--- config.mk ---
export PLATFORM = sky130hd
export DESIGN_NAME = retrying_request_queue_flat
export DESIGN_NICKNAME = d
export VERILOG_FILES = /design/src/rtl/rrq_pkg.sv /design/src/rtl/rrq_if.sv /design/src/rtl/rrq_ram.sv /design/src/rtl/retrying_request_queue.sv /design/src/flat_wrapper.sv
export VERILOG_INCLUDE_DIRS = /design/src /design/src/rtl
export SDC_FILE = /design/constraint.sdc
export NUM_CORES = 2
export LEC_CHECK = 0
export BUFFER_PORTS_ARGS = -buffer_cell sky130_fd_sc_hd__buf_2
export CORE_MARGIN = 2
export CORE_UTILIZATION = 45
export CTS_CLUSTER_SIZE = 10
export DETAILED_ROUTE_END_ITERATION = 12
export PLACE_DENSITY = 0.61
export SYNTH_ARGS = -nofsm -noshare
export SYNTH_HDL_FRONTEND = slang
export SYNTH_SLANG_ARGS = --single-unit
--- constraint.sdc ---
create_clock -name i_clk -period 11.9 [get_ports i_clk]
set_clock_uncertainty 0.15 [all_clocks]
set_input_delay 2.38 -clock i_clk [delete_from_list [all_inputs] [get_ports i_clk]]
set_output_delay 2.38 -clock i_clk [all_outputs]
set_load 0.02 [all_outputs]
--- src/rtl/assert_macros.svh ---
// assertion macros used by the retrying request queue
`ifndef ASSERT_MACROS_SVH
`define ASSERT_MACROS_SVH

// property holds every cycle out of reset
`define RRQ_ASSERT(lbl, clk, rst_n, prop, msg) \
    lbl: assert property (@(posedge clk) disable iff (!rst_n) (prop)) else $error(msg);

// consequent holds the cycle after the antecedent
`define RRQ_ASSERT_NEXT(lbl, clk, rst_n, ante, cons, msg) \
    lbl: assert property (@(posedge clk) disable iff (!rst_n) (ante) |=> (cons)) else $error(msg);

`endif

--- src/rtl/rrq_pkg.sv ---
// types and codes of the retrying request queue
package rrq_pkg;

    localparam logic [2:0] ACT_SUBMIT     = 3'd0;
    localparam logic [2:0] ACT_GET_JOB    = 3'd1;
    localparam logic [2:0] ACT_COMPLETE   = 3'd2;
    localparam logic [2:0] ACT_CANCEL     = 3'd3;
    localparam logic [2:0] ACT_CANCEL_ALL = 3'd4;

    localparam logic [1:0] KIND_ACK      = 2'd0;
    localparam logic [1:0] KIND_DISPATCH = 2'd1;
    localparam logic [1:0] KIND_DONE     = 2'd2;

    localparam logic [2:0] ST_OK        = 3'd0;
    localparam logic [2:0] ST_FULL      = 3'd1;
    localparam logic [2:0] ST_CANCELLED = 3'd2;
    localparam logic [2:0] ST_PERMANENT = 3'd3;
    localparam logic [2:0] ST_RETRY_LIM = 3'd4;

    localparam logic [1:0] ATT_SUCCESS   = 2'd0;
    localparam logic [1:0] ATT_PERMANENT = 2'd2;

    localparam logic [2:0] MAX_LEN      = 3'd4;
    localparam logic [7:0] ATT_SAT      = 8'd255;
    localparam logic [4:0] LIMIT_RESET  = 5'd16;

    typedef struct packed {
        logic [2:0]  action;
        logic        is_write;
        logic [15:0] device_id;
        logic [15:0] object_index;
        logic [7:0]  object_subindex;
        logic [2:0]  data_length;
        logic [31:0] write_data;
        logic [7:0]  max_attempts;
        logic        retry_enabled;
        logic [15:0] job_id;
        logic [1:0]  attempt_status;
        logic [31:0] attempt_data;
    } t_in_item;

    typedef struct packed {
        logic [1:0]  result_kind;
        logic        ok_flag;
        logic [15:0] out_job_id;
        logic [2:0]  status_code;
        logic [31:0] out_data;
        logic        out_is_write;
        logic [15:0] out_device_id;
        logic [15:0] out_object_index;
        logic [7:0]  out_object_subindex;
        logic [2:0]  out_data_length;
        logic [4:0]  pending_count;
        logic        last;
    } t_out_item;

    typedef struct packed {
        logic        is_write;
        logic [15:0] device_id;
        logic [15:0] object_index;
        logic [7:0]  object_subindex;
        logic [2:0]  data_length;
    } t_request;

    typedef struct packed {
        logic [7:0] attempts;
        logic       retry_enabled;
        logic [7:0] max_attempts;
    } t_retry;

endpackage

--- src/rtl/rrq_if.sv ---
// valid/ready channel interfaces for requests, results and configuration
interface rrq_req_if;
    logic              valid;
    logic              ready;
    rrq_pkg::t_in_item data;
    modport source (output valid, output data, input ready);
    modport sink (input valid, input data, output ready);
endinterface

interface rrq_res_if;
    logic               valid;
    logic               ready;
    rrq_pkg::t_out_item data;
    modport source (output valid, output data, input ready);
    modport sink (input valid, input data, output ready);
endinterface

interface rrq_cfg_if;
    logic       valid;
    logic       ready;
    logic [4:0] queue_limit;
    modport source (output valid, output queue_limit, input ready);
    modport sink (input valid, input queue_limit, output ready);
endinterface

--- src/rtl/rrq_ram.sv ---
// generic simple dual-port ram with registered read
module rrq_ram #(
    parameter int WIDTH = 8,
    parameter int DEPTH = 16
) (
    input  logic                     i_clk,
    input  logic                     i_we,
    input  logic [$clog2(DEPTH)-1:0] i_waddr,
    input  logic [WIDTH-1:0]         i_wdata,
    input  logic                     i_re,
    input  logic [$clog2(DEPTH)-1:0] i_raddr,
    output logic [WIDTH-1:0]         o_rdata
);
    logic [WIDTH-1:0] r_mem [DEPTH];
    logic [WIDTH-1:0] r_rdata;

    always_ff @(posedge i_clk) begin
        if (i_we) begin
            r_mem[i_waddr] <= i_wdata;
        end
        if (i_re) begin
            r_rdata <= r_mem[i_raddr];
        end
    end

    assign o_rdata = r_rdata;
endmodule

--- src/rtl/retrying_request_queue.sv ---
// retrying request queue: sequencer around one queue ram
// one command at a time; submit and unknown actions answer from the dispatch
// state, complete adds a done result when the job ends; get job reads the head,
// then compacts through the ram, one entry a cycle; cancel scans one entry a
// cycle and then compacts; cancel all reads, then reports, each job in turn
// synchronous active-low reset empties the queue, limit 16, next id 1
`include "assert_macros.svh"

module retrying_request_queue #(
    parameter int QUEUE_DEPTH = 16,
    parameter int ID_WIDTH    = 16
) (
    input  logic        i_clk,
    input  logic        i_rst_n,
    rrq_cfg_if.sink     i_cfg,
    rrq_req_if.sink     i_req,
    rrq_res_if.source   o_res
);
    localparam int AW   = $clog2(QUEUE_DEPTH);
    localparam int CW   = $clog2(QUEUE_DEPTH + 1);
    localparam int CMPW = (ID_WIDTH > 16) ? ID_WIDTH : 16;

    typedef struct packed {
        logic [ID_WIDTH-1:0] id;
        rrq_pkg::t_request   req;
        logic [31:0]         payload;
        rrq_pkg::t_retry     rt;
    } t_entry;

    localparam int EW = $bits(t_entry);

    typedef enum logic [8:0] {
        S_IDLE  = 9'b000000001,
        S_DISP  = 9'b000000010,
        S_GET   = 9'b000000100,
        S_SCAN  = 9'b000001000,
        S_EMIT2 = 9'b000010000,
        S_SHIFT = 9'b000100000,
        S_SHW   = 9'b001000000,
        S_CAR   = 9'b010000000,
        S_CAW   = 9'b100000000
    } t_state;

    t_state              r_state, n_state;
    rrq_pkg::t_in_item   r_cmd, n_cmd;
    logic [CW-1:0]       r_count, n_count;
    logic [CW-1:0]       r_idx, n_idx;
    logic [CW-1:0]       r_end, n_end;
    logic                r_act_valid, n_act_valid;
    logic                r_act_cancel, n_act_cancel;
    t_entry              r_act, n_act;
    logic [ID_WIDTH-1:0] r_next_id, n_next_id;
    logic [4:0]          r_limit;
    rrq_pkg::t_out_item  r_res2, n_res2;
    logic                r_shift_after, n_shift_after;
    logic                r_ov;
    rrq_pkg::t_out_item  r_out;

    logic                emit;
    rrq_pkg::t_out_item  emit_val;
    logic                out_free;
    logic                ram_we, ram_re;
    logic [AW-1:0]       ram_waddr, ram_raddr;
    t_entry              ram_wdata, ram_rdata;
    logic [EW-1:0]       ram_rdata_raw;

    rrq_ram #(
        .WIDTH (EW),
        .DEPTH (QUEUE_DEPTH)
    ) u_ram (
        .i_clk   (i_clk),
        .i_we    (ram_we),
        .i_waddr (ram_waddr),
        .i_wdata (ram_wdata),
        .i_re    (ram_re),
        .i_raddr (ram_raddr),
        .o_rdata (ram_rdata_raw)
    );
    assign ram_rdata = ram_rdata_raw;

    function automatic rrq_pkg::t_out_item mk_res(
        input logic [1:0]          kind,
        input logic                ok,
        input logic [15:0]         id,
        input logic [2:0]          st,
        input logic [31:0]         data,
        input rrq_pkg::t_request   req,
        input logic [CW-1:0]       cnt,
        input logic                act,
        input logic                lst
    );
        rrq_pkg::t_out_item r;
        r.result_kind         = kind;
        r.ok_flag             = ok;
        r.out_job_id          = id;
        r.status_code         = st;
        r.out_data            = data;
        r.out_is_write        = req.is_write;
        r.out_device_id       = req.device_id;
        r.out_object_index    = req.object_index;
        r.out_object_subindex = req.object_subindex;
        r.out_data_length     = req.data_length;
        r.pending_count       = 5'(6'(cnt) + 6'(act));
        r.last                = lst;
        return r;
    endfunction

    assign out_free    = !r_ov || o_res.ready;
    assign i_req.ready = (r_state == S_IDLE);
    assign i_cfg.ready = 1'b1;
    assign o_res.valid = r_ov;
    assign o_res.data  = r_out;

    logic [5:0]          pend_now;
    logic                act_match;
    logic                scan_match;
    logic [ID_WIDTH-1:0] id_inc;
    logic [2:0]          len_clamp;
    logic                retry_limit;
    logic [7:0]          att_inc;

    assign pend_now    = 6'(r_count) + 6'(r_act_valid);
    assign act_match   = r_act_valid && (CMPW'(r_act.id) == CMPW'(r_cmd.job_id));
    assign scan_match  = (CMPW'(ram_rdata.id) == CMPW'(r_cmd.job_id));
    assign id_inc      = r_next_id + ID_WIDTH'(1);
    assign len_clamp   = (r_cmd.data_length > rrq_pkg::MAX_LEN) ? rrq_pkg::MAX_LEN
                                                                : r_cmd.data_length;
    assign retry_limit = (r_act.rt.max_attempts != 8'd0) &&
                         (r_act.rt.attempts >= r_act.rt.max_attempts);
    assign att_inc     = (ram_rdata.rt.attempts == rrq_pkg::ATT_SAT) ? rrq_pkg::ATT_SAT
                                                                     : ram_rdata.rt.attempts + 8'd1;

    always_comb begin
        n_state       = r_state;
        n_cmd         = r_cmd;
        n_count       = r_count;
        n_idx         = r_idx;
        n_end         = r_end;
        n_act_valid   = r_act_valid;
        n_act_cancel  = r_act_cancel;
        n_act         = r_act;
        n_next_id     = r_next_id;
        n_res2        = r_res2;
        n_shift_after = r_shift_after;
        emit          = 1'b0;
        emit_val      = '0;
        ram_we        = 1'b0;
        ram_waddr     = r_count[AW-1:0];
        ram_wdata     = r_act;
        ram_re        = 1'b0;
        ram_raddr     = '0;

        unique case (r_state)
            S_IDLE: begin
                if (i_req.valid) begin
                    n_cmd   = i_req.data;
                    n_state = S_DISP;
                end
            end
            S_DISP: begin
                unique case (r_cmd.action)
                    rrq_pkg::ACT_SUBMIT: begin
                        if (out_free) begin
                            n_state = S_IDLE;
                            emit    = 1'b1;
                            if (pend_now >= 6'(r_limit) || r_count >= CW'(QUEUE_DEPTH)) begin
                                emit_val = mk_res(rrq_pkg::KIND_ACK, 1'b0, 16'd0,
                                                  rrq_pkg::ST_FULL, 32'd0, '0,
                                                  r_count, r_act_valid, 1'b1);
                            end else begin
                                ram_we                     = 1'b1;
                                ram_wdata.id               = r_next_id;
                                ram_wdata.req.is_write     = r_cmd.is_write;
                                ram_wdata.req.device_id    = r_cmd.device_id;
                                ram_wdata.req.object_index = r_cmd.object_index;
                                ram_wdata.req.object_subindex = r_cmd.object_subindex;
                                ram_wdata.req.data_length  = len_clamp;
                                ram_wdata.payload          = r_cmd.write_data;
                                ram_wdata.rt.attempts      = 8'd0;
                                ram_wdata.rt.retry_enabled = r_cmd.retry_enabled;
                                ram_wdata.rt.max_attempts  = r_cmd.max_attempts;
                                n_count   = r_count + CW'(1);
                                n_next_id = (id_inc == '0) ? ID_WIDTH'(1) : id_inc;
                                emit_val  = mk_res(rrq_pkg::KIND_ACK, 1'b1, 16'(r_next_id),
                                                   rrq_pkg::ST_OK, 32'd0, '0,
                                                   n_count, r_act_valid, 1'b1);
                            end
                        end
                    end
                    rrq_pkg::ACT_GET_JOB: begin
                        if (r_act_valid || r_count == '0) begin
                            if (out_free) begin
                                emit     = 1'b1;
                                emit_val = mk_res(rrq_pkg::KIND_DISPATCH, 1'b0, 16'd0,
                                                  rrq_pkg::ST_OK, 32'd0, '0,
                                                  r_count, r_act_valid, 1'b1);
                                n_state  = S_IDLE;
                            end
                        end else begin
                            ram_re    = 1'b1;
                            ram_raddr = '0;
                            n_state   = S_GET;
                        end
                    end
                    rrq_pkg::ACT_COMPLETE: begin
                        if (out_free) begin
                            emit = 1'b1;
                            if (!act_match) begin
                                emit_val = mk_res(rrq_pkg::KIND_ACK, 1'b0, r_cmd.job_id,
                                                  rrq_pkg::ST_OK, 32'd0, '0,
                                                  r_count, r_act_valid, 1'b1);
                                n_state  = S_IDLE;
                            end else begin
                                n_act_valid   = 1'b0;
                                n_act_cancel  = 1'b0;
                                n_shift_after = 1'b0;
                                n_state       = S_EMIT2;
                                if (r_act_cancel) begin
                                    n_res2 = mk_res(rrq_pkg::KIND_DONE, 1'b1, 16'(r_act.id),
                                                    rrq_pkg::ST_CANCELLED, 32'd0, '0,
                                                    r_count, 1'b0, 1'b1);
                                end else if (r_cmd.attempt_status == rrq_pkg::ATT_SUCCESS) begin
                                    n_res2 = mk_res(rrq_pkg::KIND_DONE, 1'b1, 16'(r_act.id),
                                                    rrq_pkg::ST_OK, r_cmd.attempt_data, '0,
                                                    r_count, 1'b0, 1'b1);
                                end else if (r_cmd.attempt_status == rrq_pkg::ATT_PERMANENT) begin
                                    n_res2 = mk_res(rrq_pkg::KIND_DONE, 1'b1, 16'(r_act.id),
                                                    rrq_pkg::ST_PERMANENT, 32'd0, '0,
                                                    r_count, 1'b0, 1'b1);
                                end else if (r_act.rt.retry_enabled && !retry_limit) begin
                                    if (r_count < CW'(QUEUE_DEPTH)) begin
                                        ram_we  = 1'b1;
                                        n_count = r_count + CW'(1);
                                    end
                                    n_state = S_IDLE;
                                end else begin
                                    n_res2 = mk_res(rrq_pkg::KIND_DONE, 1'b1, 16'(r_act.id),
                                                    rrq_pkg::ST_RETRY_LIM, 32'd0, '0,
                                                    r_count, 1'b0, 1'b1);
                                end
                                emit_val = mk_res(rrq_pkg::KIND_ACK, 1'b1, 16'(r_act.id),
                                                  rrq_pkg::ST_OK, 32'd0, '0,
                                                  n_count, 1'b0, n_state == S_IDLE);
                            end
                        end
                    end
                    rrq_pkg::ACT_CANCEL: begin
                        if (r_count != '0) begin
                            ram_re    = 1'b1;
                            ram_raddr = '0;
                            n_idx     = '0;
                            n_state   = S_SCAN;
                        end else if (out_free) begin
                            emit    = 1'b1;
                            n_state = S_IDLE;
                            if (act_match) begin
                                n_act_cancel = 1'b1;
                            end
                            emit_val = mk_res(rrq_pkg::KIND_ACK, act_match, r_cmd.job_id,
                                              rrq_pkg::ST_OK, 32'd0, '0,
                                              r_count, r_act_valid, 1'b1);
                        end
                    end
                    rrq_pkg::ACT_CANCEL_ALL: begin
                        if (out_free) begin
                            emit    = 1'b1;
                            n_count = '0;
                            n_end   = r_count;
                            n_idx   = '0;
                            if (r_act_valid) begin
                                n_act_cancel = 1'b1;
                            end
                            emit_val = mk_res(rrq_pkg::KIND_ACK, 1'b1, 16'd0,
                                              rrq_pkg::ST_OK, 32'd0, '0,
                                              '0, r_act_valid, r_count == '0);
                            n_state  = (r_count == '0) ? S_IDLE : S_CAR;
                        end
                    end
                    default: begin
                        if (out_free) begin
                            emit     = 1'b1;
                            emit_val = mk_res(rrq_pkg::KIND_ACK, 1'b0, 16'd0,
                                              rrq_pkg::ST_OK, 32'd0, '0,
                                              r_count, r_act_valid, 1'b1);
                            n_state  = S_IDLE;
                        end
                    end
                endcase
            end
            S_GET: begin
                if (out_free) begin
                    n_act             = ram_rdata;
                    n_act.rt.attempts = att_inc;
                    n_act_valid       = 1'b1;
                    n_act_cancel      = 1'b0;
                    n_count           = r_count - CW'(1);
                    n_end             = r_count - CW'(1);
                    n_idx             = '0;
                    emit              = 1'b1;
                    emit_val = mk_res(rrq_pkg::KIND_DISPATCH, 1'b1, 16'(ram_rdata.id),
                                      rrq_pkg::ST_OK,
                                      ram_rdata.req.is_write ? ram_rdata.payload : 32'd0,
                                      ram_rdata.req, n_count, 1'b1, 1'b1);
                    n_state  = S_SHIFT;
                end
            end
            S_SCAN: begin
                if (scan_match) begin
                    if (out_free) begin
                        n_count       = r_count - CW'(1);
                        n_end         = r_count - CW'(1);
                        n_shift_after = 1'b1;
                        emit          = 1'b1;
                        emit_val = mk_res(rrq_pkg::KIND_ACK, 1'b1, r_cmd.job_id,
                                          rrq_pkg::ST_OK, 32'd0, '0,
                                          n_count, r_act_valid, 1'b0);
                        n_res2   = mk_res(rrq_pkg::KIND_DONE, 1'b1, r_cmd.job_id,
                                          rrq_pkg::ST_CANCELLED, 32'd0, '0,
                                          n_count, r_act_valid, 1'b1);
                        n_state  = S_EMIT2;
                    end
                end else if (r_idx + CW'(1) < r_count) begin
                    ram_re    = 1'b1;
                    ram_raddr = AW'(r_idx + CW'(1));
                    n_idx     = r_idx + CW'(1);
                end else if (out_free) begin
                    emit    = 1'b1;
                    n_state = S_IDLE;
                    if (act_match) begin
                        n_act_cancel = 1'b1;
                    end
                    emit_val = mk_res(rrq_pkg::KIND_ACK, act_match, r_cmd.job_id,
                                      rrq_pkg::ST_OK, 32'd0, '0,
                                      r_count, r_act_valid, 1'b1);
                end
            end
            S_EMIT2: begin
                if (out_free) begin
                    emit     = 1'b1;
                    emit_val = r_res2;
                    n_state  = r_shift_after ? S_SHIFT : S_IDLE;
                end
            end
            S_SHIFT: begin
                if (r_idx < r_end) begin
                    ram_re    = 1'b1;
                    ram_raddr = AW'(r_idx + CW'(1));
                    n_state   = S_SHW;
                end else begin
                    n_state = S_IDLE;
                end
            end
            S_SHW: begin
                ram_we    = 1'b1;
                ram_waddr = r_idx[AW-1:0];
                ram_wdata = ram_rdata;
                if (r_idx + CW'(1) < r_end) begin
                    ram_re    = 1'b1;
                    ram_raddr = AW'(r_idx + CW'(2));
                    n_idx     = r_idx + CW'(1);
                end else begin
                    n_state = S_IDLE;
                end
            end
            S_CAR: begin
                ram_re    = 1'b1;
                ram_raddr = r_idx[AW-1:0];
                n_state   = S_CAW;
            end
            S_CAW: begin
                if (out_free) begin
                    emit     = 1'b1;
                    emit_val = mk_res(rrq_pkg::KIND_DONE, 1'b1, 16'(ram_rdata.id),
                                      rrq_pkg::ST_CANCELLED, 32'd0, '0,
                                      '0, r_act_valid, r_idx + CW'(1) == r_end);
                    if (r_idx + CW'(1) == r_end) begin
                        n_state = S_IDLE;
                    end else begin
                        n_idx   = r_idx + CW'(1);
                        n_state = S_CAR;
                    end
                end
            end
            default: begin
                n_state = S_IDLE;
            end
        endcase
    end

    always_ff @(posedge i_clk) begin
        if (!i_rst_n) begin
            r_state       <= S_IDLE;
            r_count       <= '0;
            r_act_valid   <= 1'b0;
            r_act_cancel  <= 1'b0;
            r_next_id     <= ID_WIDTH'(1);
            r_limit       <= rrq_pkg::LIMIT_RESET;
            r_ov          <= 1'b0;
            r_idx         <= '0;
            r_end         <= '0;
            r_shift_after <= 1'b0;
        end else begin
            r_state       <= n_state;
            r_count       <= n_count;
            r_act_valid   <= n_act_valid;
            r_act_cancel  <= n_act_cancel;
            r_next_id     <= n_next_id;
            r_idx         <= n_idx;
            r_end         <= n_end;
            r_shift_after <= n_shift_after;
            if (i_cfg.valid) begin
                r_limit <= i_cfg.queue_limit;
            end
            if (emit) begin
                r_ov <= 1'b1;
            end else if (o_res.ready) begin
                r_ov <= 1'b0;
            end
        end
    end

    always_ff @(posedge i_clk) begin
        r_cmd  <= n_cmd;
        r_act  <= n_act;
        r_res2 <= n_res2;
        if (emit) begin
            r_out <= emit_val;
        end
    end

    `RRQ_ASSERT(a_count_bound, i_clk, i_rst_n, r_count <= CW'(QUEUE_DEPTH),
        "queue count above depth")
    `RRQ_ASSERT(a_cancel_needs_active, i_clk, i_rst_n, !r_act_cancel || r_act_valid,
        "cancel mark without active job")
    `RRQ_ASSERT_NEXT(a_accept_leaves_idle, i_clk, i_rst_n, i_req.valid && i_req.ready,
        r_state == S_DISP, "accepted beat not dispatched")
    `RRQ_ASSERT(a_no_emit_over_full, i_clk, i_rst_n, !emit || out_free,
        "result overwrites a waiting beat")
endmodule
--- src/flat_wrapper.sv ---
// flat-port wrapper written by rule: the top's interface ports become plain ports
module retrying_request_queue_flat 
#(
    parameter int QUEUE_DEPTH = 16,
    parameter int ID_WIDTH    = 16
)
  (i_clk, i_rst_n, i_cfg_valid, i_cfg_queue_limit, i_cfg_ready, i_req_valid, i_req_data, i_req_ready, o_res_valid, o_res_data, o_res_ready);
  rrq_cfg_if i_cfg_i ();
  rrq_req_if i_req_i ();
  rrq_res_if o_res_i ();
  input  logic i_clk;
  input  logic i_rst_n;
  input wire logic [$bits(i_cfg_i.valid)-1:0] i_cfg_valid;
  input wire logic [$bits(i_cfg_i.queue_limit)-1:0] i_cfg_queue_limit;
  output wire logic [$bits(i_cfg_i.ready)-1:0] i_cfg_ready;
  input wire logic [$bits(i_req_i.valid)-1:0] i_req_valid;
  input wire logic [$bits(i_req_i.data)-1:0] i_req_data;
  output wire logic [$bits(i_req_i.ready)-1:0] i_req_ready;
  output wire logic [$bits(o_res_i.valid)-1:0] o_res_valid;
  output wire logic [$bits(o_res_i.data)-1:0] o_res_data;
  input wire logic [$bits(o_res_i.ready)-1:0] o_res_ready;
  assign i_cfg_i.valid = i_cfg_valid;
  assign i_cfg_i.queue_limit = i_cfg_queue_limit;
  assign i_cfg_ready = i_cfg_i.ready;
  assign i_req_i.valid = i_req_valid;
  assign i_req_i.data = i_req_data;
  assign i_req_ready = i_req_i.ready;
  assign o_res_valid = o_res_i.valid;
  assign o_res_data = o_res_i.data;
  assign o_res_i.ready = o_res_ready;
  retrying_request_queue #(.QUEUE_DEPTH(QUEUE_DEPTH), .ID_WIDTH(ID_WIDTH)) u_core (.i_clk(i_clk), .i_rst_n(i_rst_n), .i_cfg(i_cfg_i), .i_req(i_req_i), .o_res(o_res_i));
endmodule
* Yosys cells after proc, flatten, opt, wreduce, memory -nomap -nowiden
Memories as Yosys holds them, arrays and structs flattened. A register that Yosys moved wholly into a read port is not among the register bits. Index checks and enable logic that the tools add are counted.
Word-level totals: bits in registers 504, bits in writable memories 1744, bits of input ports 148, output and inout port bits 107, logic and storage cells 300, memories kept 1
Cells by class: $add $sub $neg 10, order comparisons 8, equal/unequal tests 49, multiplexer cells 144, bitwise operators 1, reduce and logical (&&, ||, !) cells 31
Memory list:
- u_core.u_ram.r_mem | depth 16, width 109, rd ports 1, clocked after Yosys merged registers in 1, write ports 1, line rrq_ram.sv:14 | logic [WIDTH-1:0] r_mem [DEPTH];
Operator list (count):
- 104-bit 2-to-1 mux | 17
- 104-bit one-hot mux with 5 select lines | 2
- 102-bit 2-to-1 mux | 5
- 109-bit 2-to-1 mux | 3
- 109-bit one-hot mux with 2 select lines | 1
- 104-bit one-hot mux with 2 select lines | 1
- 103-bit 2-to-1 mux | 2
- 9-bit 2-to-1 mux | 21
- 5-bit 2-to-1 mux | 24
- 9-bit one-hot mux with 9 select lines | 1
- 5-bit one-hot mux with 3 select lines | 3
- 1-bit 2-to-1 mux | 37
- 9-bit one-hot mux with 4 select lines | 1
- 16-bit equality test | 2
- 32-bit 2-to-1 mux | 1
- 5-bit one-hot mux with 5 select lines | 1
- 3-bit by 2-bit inequality test with 1-bit output (second input constant) | 8
- 2-bit by 1-bit inequality test with 1-bit output (second input constant) | 11
- 4-bit 2-to-1 mux | 5
- 9-bit by 1-bit equality test with 1-bit output (second input constant) | 2
- 16-bit by 1-bit adder with 16-bit output (second input constant) | 1
- 16-bit zero test | 1
- 16-bit 2-to-1 mux | 1
- 8-bit 2-to-1 mux | 2
- other kinds (59) | 90

* Longest topological paths before layout
word-level depth 17, gate-level depth with buffers 17, depth with buffers taken out 13

* Cells and area by module
Synthesis repeated with hierarchy kept, for this count alone.
Second synthesis, totals: cells, all modules 4581, area total of the unflattened synthesis 89657.2 um^2
Modules (own cells, without submodules):
- rrq_ram | times used 1, cells each 2787, area each 68544.5 um^2, seq. area each 55643.4 um^2
- retrying_request_queue | times used 1, cells each 1794, area each 21112.7 um^2, seq. area each 13202.7 um^2

* Least setup slack after synthesis
OpenSTA, ideal clock, no wires.
path type input port to flip-flop, from in o_res_ready, to mem u_core.u_ram.r_mem[7][0] (netlist bit) (enable), setup time 0.579 ns, arrival time 8.036 ns, data required time 11.171 ns, setup slack 3.135 ns, stages on the path 6, path buffers 0, path through nor2b_1 nor3b_1 nand3_1 a21oi_1 a31oi_1 nor2_1
On the way: word-level cells in the longest chain between the ends 6, elaborated cells on any way between the ends 7, those cells by class mux (6); reduce/logical (1)
RTL lines:
- from (decl) | line flat_wrapper.sv:21 | input wire logic [$bits(o_res_i.ready)-1:0] o_res_ready;
- 1-bit logical OR * | line retrying_request_queue.sv:108 | assign out_free = !r_ov || o_res.ready;
- 1-bit 2-to-1 mux, on equally long branches | line retrying_request_queue.sv:206, retrying_request_queue.sv:163
- 1-bit one-hot mux with 2 select lines * | line retrying_request_queue.sv:161 | unique case (r_cmd.action)
- 1-bit one-hot mux with 2 select lines * | line retrying_request_queue.sv:153 | unique case (r_state)
- 1-bit 2-to-1 mux * | line rrq_ram.sv:18 | if (i_we) begin
- 1-bit 2-to-1 mux (not written as such) * | line rrq_ram.sv:19 | r_mem[i_waddr] <= i_wdata;
- to (decl) | line rrq_ram.sv:14
Mark *: on every way between the ends. The rest lies on a longest branch, timed or not.

* Worst setup path in the final report
from reg u_core.r_count[0], to mem u_core.u_ram.r_mem[13][74] (netlist bit) (enable)
On the way: word-level cells in the longest chain between the ends 12, elaborated cells on any way between the ends 19, those cells by class add/sub (1); order compare (3); mux (14); reduce/logical (1)
RTL lines:
- from (decl) | line retrying_request_queue.sv:46 | logic [CW-1:0] r_count, n_count;
- from (signal assigned) | line retrying_request_queue.sv:404 | r_count <= n_count;
- branches (longest 12 deep; another with 5-bit by 1-bit adder with 6-bit output)
Parallel ways; which one is timed is not known.

==> impl_metrics.py <==
metrics = {
    "status": {
        "outcome": "finished clean",
    },
    "grt": {
        "grt_max_degree": 151,
        "antenna_found_initial": 8,
        "busiest_layer": "met2",
        "globalRoute.totalOverflow": 0,
        "grt_use_total": 0.2031,
        "use_met1": 0.2932,
        "grt_pass1_wl_um": 321000,
        "use_met2": 0.3209,
        "grt_pass1_vias": 48220,
        "met3_usage": 0.03096,
    },
    "power": {
        "ir_worst_vdd_mv": 0.1511,
        "power_density_mw_per_mm2": 155.9,
        "power_leakage_nw": 37.70,
    },
    "timing": {
        "fmax_mhz": 141.3,
        "max_slew.worst_pin.slew_ns": 1.151,
        "setup_viol_count_final": 0,
        "hold_viol_final": 0,
        "relSlewSlack": 0.2329,
        "slew_viol_final": 0,
        "fin_crit_sh": 0.5948,
        "layout_min_cycle_time_ns": 7.078,
        "holdWs_ns": 0.2939,
        "fin_setup_tns_ns": 0,
        "rsz0062_at_grt": "false",
    },
    "die": {
        "initial_utilization": 0.4538,
        "fp.coreArea_mm2": 0.2077,
        "boundaryPins": 255,
        "dieHeight_um": 461.6,
        "fp.dieW_um": 461.6,
        "design.die.area_mm2": 0.2131,
        "num_rows": 167,
    },
    "worst_setup_path": {
        "worstReg2RegStart": "u_core.r_count[0]$_SDFFE_PN0P_",
        "regToRegSetupSlack_ns": 4.82,
        "path_delay_family": "compound AO/OA/AOI/OAI gates",
        "r2r-end": "u_core.u_ram.r_mem[13][74]$_DFFE_PP_",
        "crit_chain": "inv_1 -> ha_1 -> ha_1 -> nand2b_1 -> a2111o_1 -> a311oi_1 -> nor3b_2 -> buf_4 -> nand3_1 -> a21oi_1 -> a31oi_1 -> nor2_4 -> buf_4",
        "cp-start-kind": "flip-flop",
        "worstSetupEndpointType": "flip-flop",
        "slowest_stage": "buf_4",
        "crit_fanout": 51,
        "crit_buf_inv": 3,
        "crit_path_max_incr_delay_ns": 0.91,
        "critPathRequiredTime_ns": 12.22,
        "worstPathArrival_ns": 7.40,
        "worstRegToRegCells": 13,
        "timing_worst_setup_path_type": "flip-flop to flip-flop",
    },
    "final_layout": {
        "fin_nets": 5991,
        "fill_cells": 16900,
        "drive_above_1_share": 0.1224,
        "syn_to_final_growth_pct": 12.95,
        "multiInputGateArea_mm2": 0.02403,
        "stdcell_area_mm2": 0.1065,
        "register_area_mm2": 0.06885,
        "final_core_util": 0.5125,
    },
    "clocking": {
        "htreeDepth": 5,
        "clk_pin_slew_ns": 0.06,
        "cts_setup_buffers": 0,
        "numClockSinks": 2309,
        "cts_tree": "built",
        "root_buffer": "clkbuf_16",
        "cts_hold_buf": 0,
        "insertion_delay_ns": 0.90,
        "cts_resized": 0,
        "numCtsBuffers": 287,
        "clk_path_buf_depth": 4,
    },
    "synthesis": {
        "syn_avg_cell_area_um2": 17.23,
        "synth.most_common_cell": "edfxtp_1",
        "yosysTopAreaCellShare": 0.7201,
        "synth.cell_area_mm2": 0.09425,
        "synth_nets": 5657,
        "ys_seq_area_frac": 0.7305,
        "synth_cells": 5470,
        "yosysTopAreaCell": "edfxtp_1",
        "synth-edff-count": 2260,
        "yosysWarnings": 0,
        "yosys-top-cells-area": "edfxtp_1 (72%), mux2i_1 (17%), nand2_1 (1.2%)",
        "synth-seq-cells": 2309,
        "ys_types": 77,
        "ys.flop_type": "edfxtp_1",
        "synthTopCellsByCount": "edfxtp_1 (2260), mux2i_1 (1642), nand2_1 (304)",
        "ys_async_sr_fraction": 0,
    },
    "drt": {
        "route.detailed.drc": 0,
        "dr.pass1.iters": 5,
        "final_antenna_net_count": 0,
        "wl_per_cell_um": 25.38,
        "viasPerCell": 5.612,
        "vias": 48580,
        "routed_wl_um": 219700,
        "drt_iter0_markers": 3987,
    },
    "worst_hold_path": {
        "hp-class": "flip-flop to flip-flop",
        "worstHoldPathCells": 0,
        "min_from": "u_core.u_ram.o_rdata[6]$_DFFE_PP_",
        "hold_end": "u_core.r_act[6]$_DFFE_PP_",
    },
    "placed_design": {
        "place_hpwl_um": 111700,
        "place.gp.congestion": 0.8805,
        "io_buffers": 253,
        "postPlaceCellArea_mm2": 0.09871,
    },
    "run": {
        "drv_cap": 0,
    },
}
[how the worst max path moves through the flow]
stage,startpoint,endpoint,slack (ns),cells after the start
detailed placement,u_core.r_count[0]$_SDFFE_PN0P_,u_core.u_ram.r_mem[13][55]$_DFFE_PP_,4.95,13
global placement,u_core.r_count[0]$_SDFFE_PN0P_,u_core.u_ram.r_mem[13][70]$_DFFE_PP_,5.10,13
finish,u_core.r_count[0]$_SDFFE_PN0P_,u_core.u_ram.r_mem[13][74]$_DFFE_PP_,4.82,13
global route,u_core.r_count[0]$_SDFFE_PN0P_,u_core.u_ram.r_mem[13][74]$_DFFE_PP_,4.53,13
floorplan,o_res_ready,u_core.u_ram.r_mem[7][0]$_DFFE_PP_,3.14,6
CTS,u_core.r_count[0]$_SDFFE_PN0P_,u_core.u_ram.r_mem[13][74]$_DFFE_PP_,4.89,13
[placed cells by master (no fill, tap or decap), types with 17 or more instances in the layout]
cell type	synthesis	final
and3_1	61	59
buf_4	54	66
o211ai_1	22	22
ha_1	39	39
nand2_1	304	304
mux2_2	17	17
clkbuf_1	121	35
nor2_1	72	53
dfxtp_1	49	49
mux2i_1	1642	1642
clkbuf_16	0	295
buf_2	85	253
xor2_1	31	31
nand3_1	38	38
o21ai_0	51	50
nand4_1	18	18
a21oi_1	48	43
a22o_1	33	33
xnor2_1	49	49
buf_12	0	22
nor2_4	0	19
inv_1	36	36
edfxtp_1	2260	2260
and2_1	54	52
nor3_1	24	23
nor2b_1	25	23
a22oi_1	138	138
[flip-flops by register name (all words and copies together) (netlist names)]
name,count
u_core.r_act,109
u_core.o_res.data,104
u_core.r_act_cancel,1
u_core.r_limit,5
u_core.u_ram.o_rdata,109
u_core.r_next_id,16
u_core.r_act_valid,1
u_core.r_cmd,138
u_core.r_state,9
u_core.o_res.valid,1
u_core.r_end,5
u_core.u_ram.r_mem,1744
u_core.r_idx,5
u_core.r_count,5
u_core.r_res2,56
u_core.r_shift_after,1
[per-layer routing]
layer,up-vias,share of wire
li1,21900,-
met1,24880,0.46
met2,1460,0.46
met3,340,0.056
met4,0,0.022
met5,-,0
[per-stage QoR]
stage / total power [mW] / worst slack [ns] / instances
floorplan: 9.191 / 3.135 / 5470
global placement: 9.287 / 5.101 / 8303
detailed placement: 9.290 / 4.952 / 8303
CTS: 16.78 / 4.895 / 8652
global route: 17.10 / 4.535 / 8653
finish: 16.59 / 4.822 / 8656
[area by class of cell]
type                       instances  share of cell area
clock inverter                    19            0.002057
inverter                          39            0.001375
antenna                            4          0.00009403
multi-input combinational       2826              0.2257
sequential                      2309              0.6467
timing repair buffer             341             0.02069
clock buffer                     330             0.07058
tap                             2788             0.03277
[report_power, final]
part           internal [mW]  switching [mW]  leakage, nW
clock network           4.48            2.99         3.77
registers               8.90          0.0400         20.9
logic                 0.0589           0.129         13.0
[cell families after synthesis]
| family | count (synthesis) | synth area share |
|---|---|---|
| xor+xnor | 80 | 0.007434 |
| fa+ha+maj | 39 | 0.005178 |
| flops | 2309 | 0.7305 |
| other cells | 1 | 0.00003979 |
| compound gates | 384 | 0.02897 |
| buf+inv | 335 | 0.01734 |
| mux | 1659 | 0.1764 |
| simple gates | 663 | 0.03414 |
No activity file was read; power rests on OpenSTA's default activity.
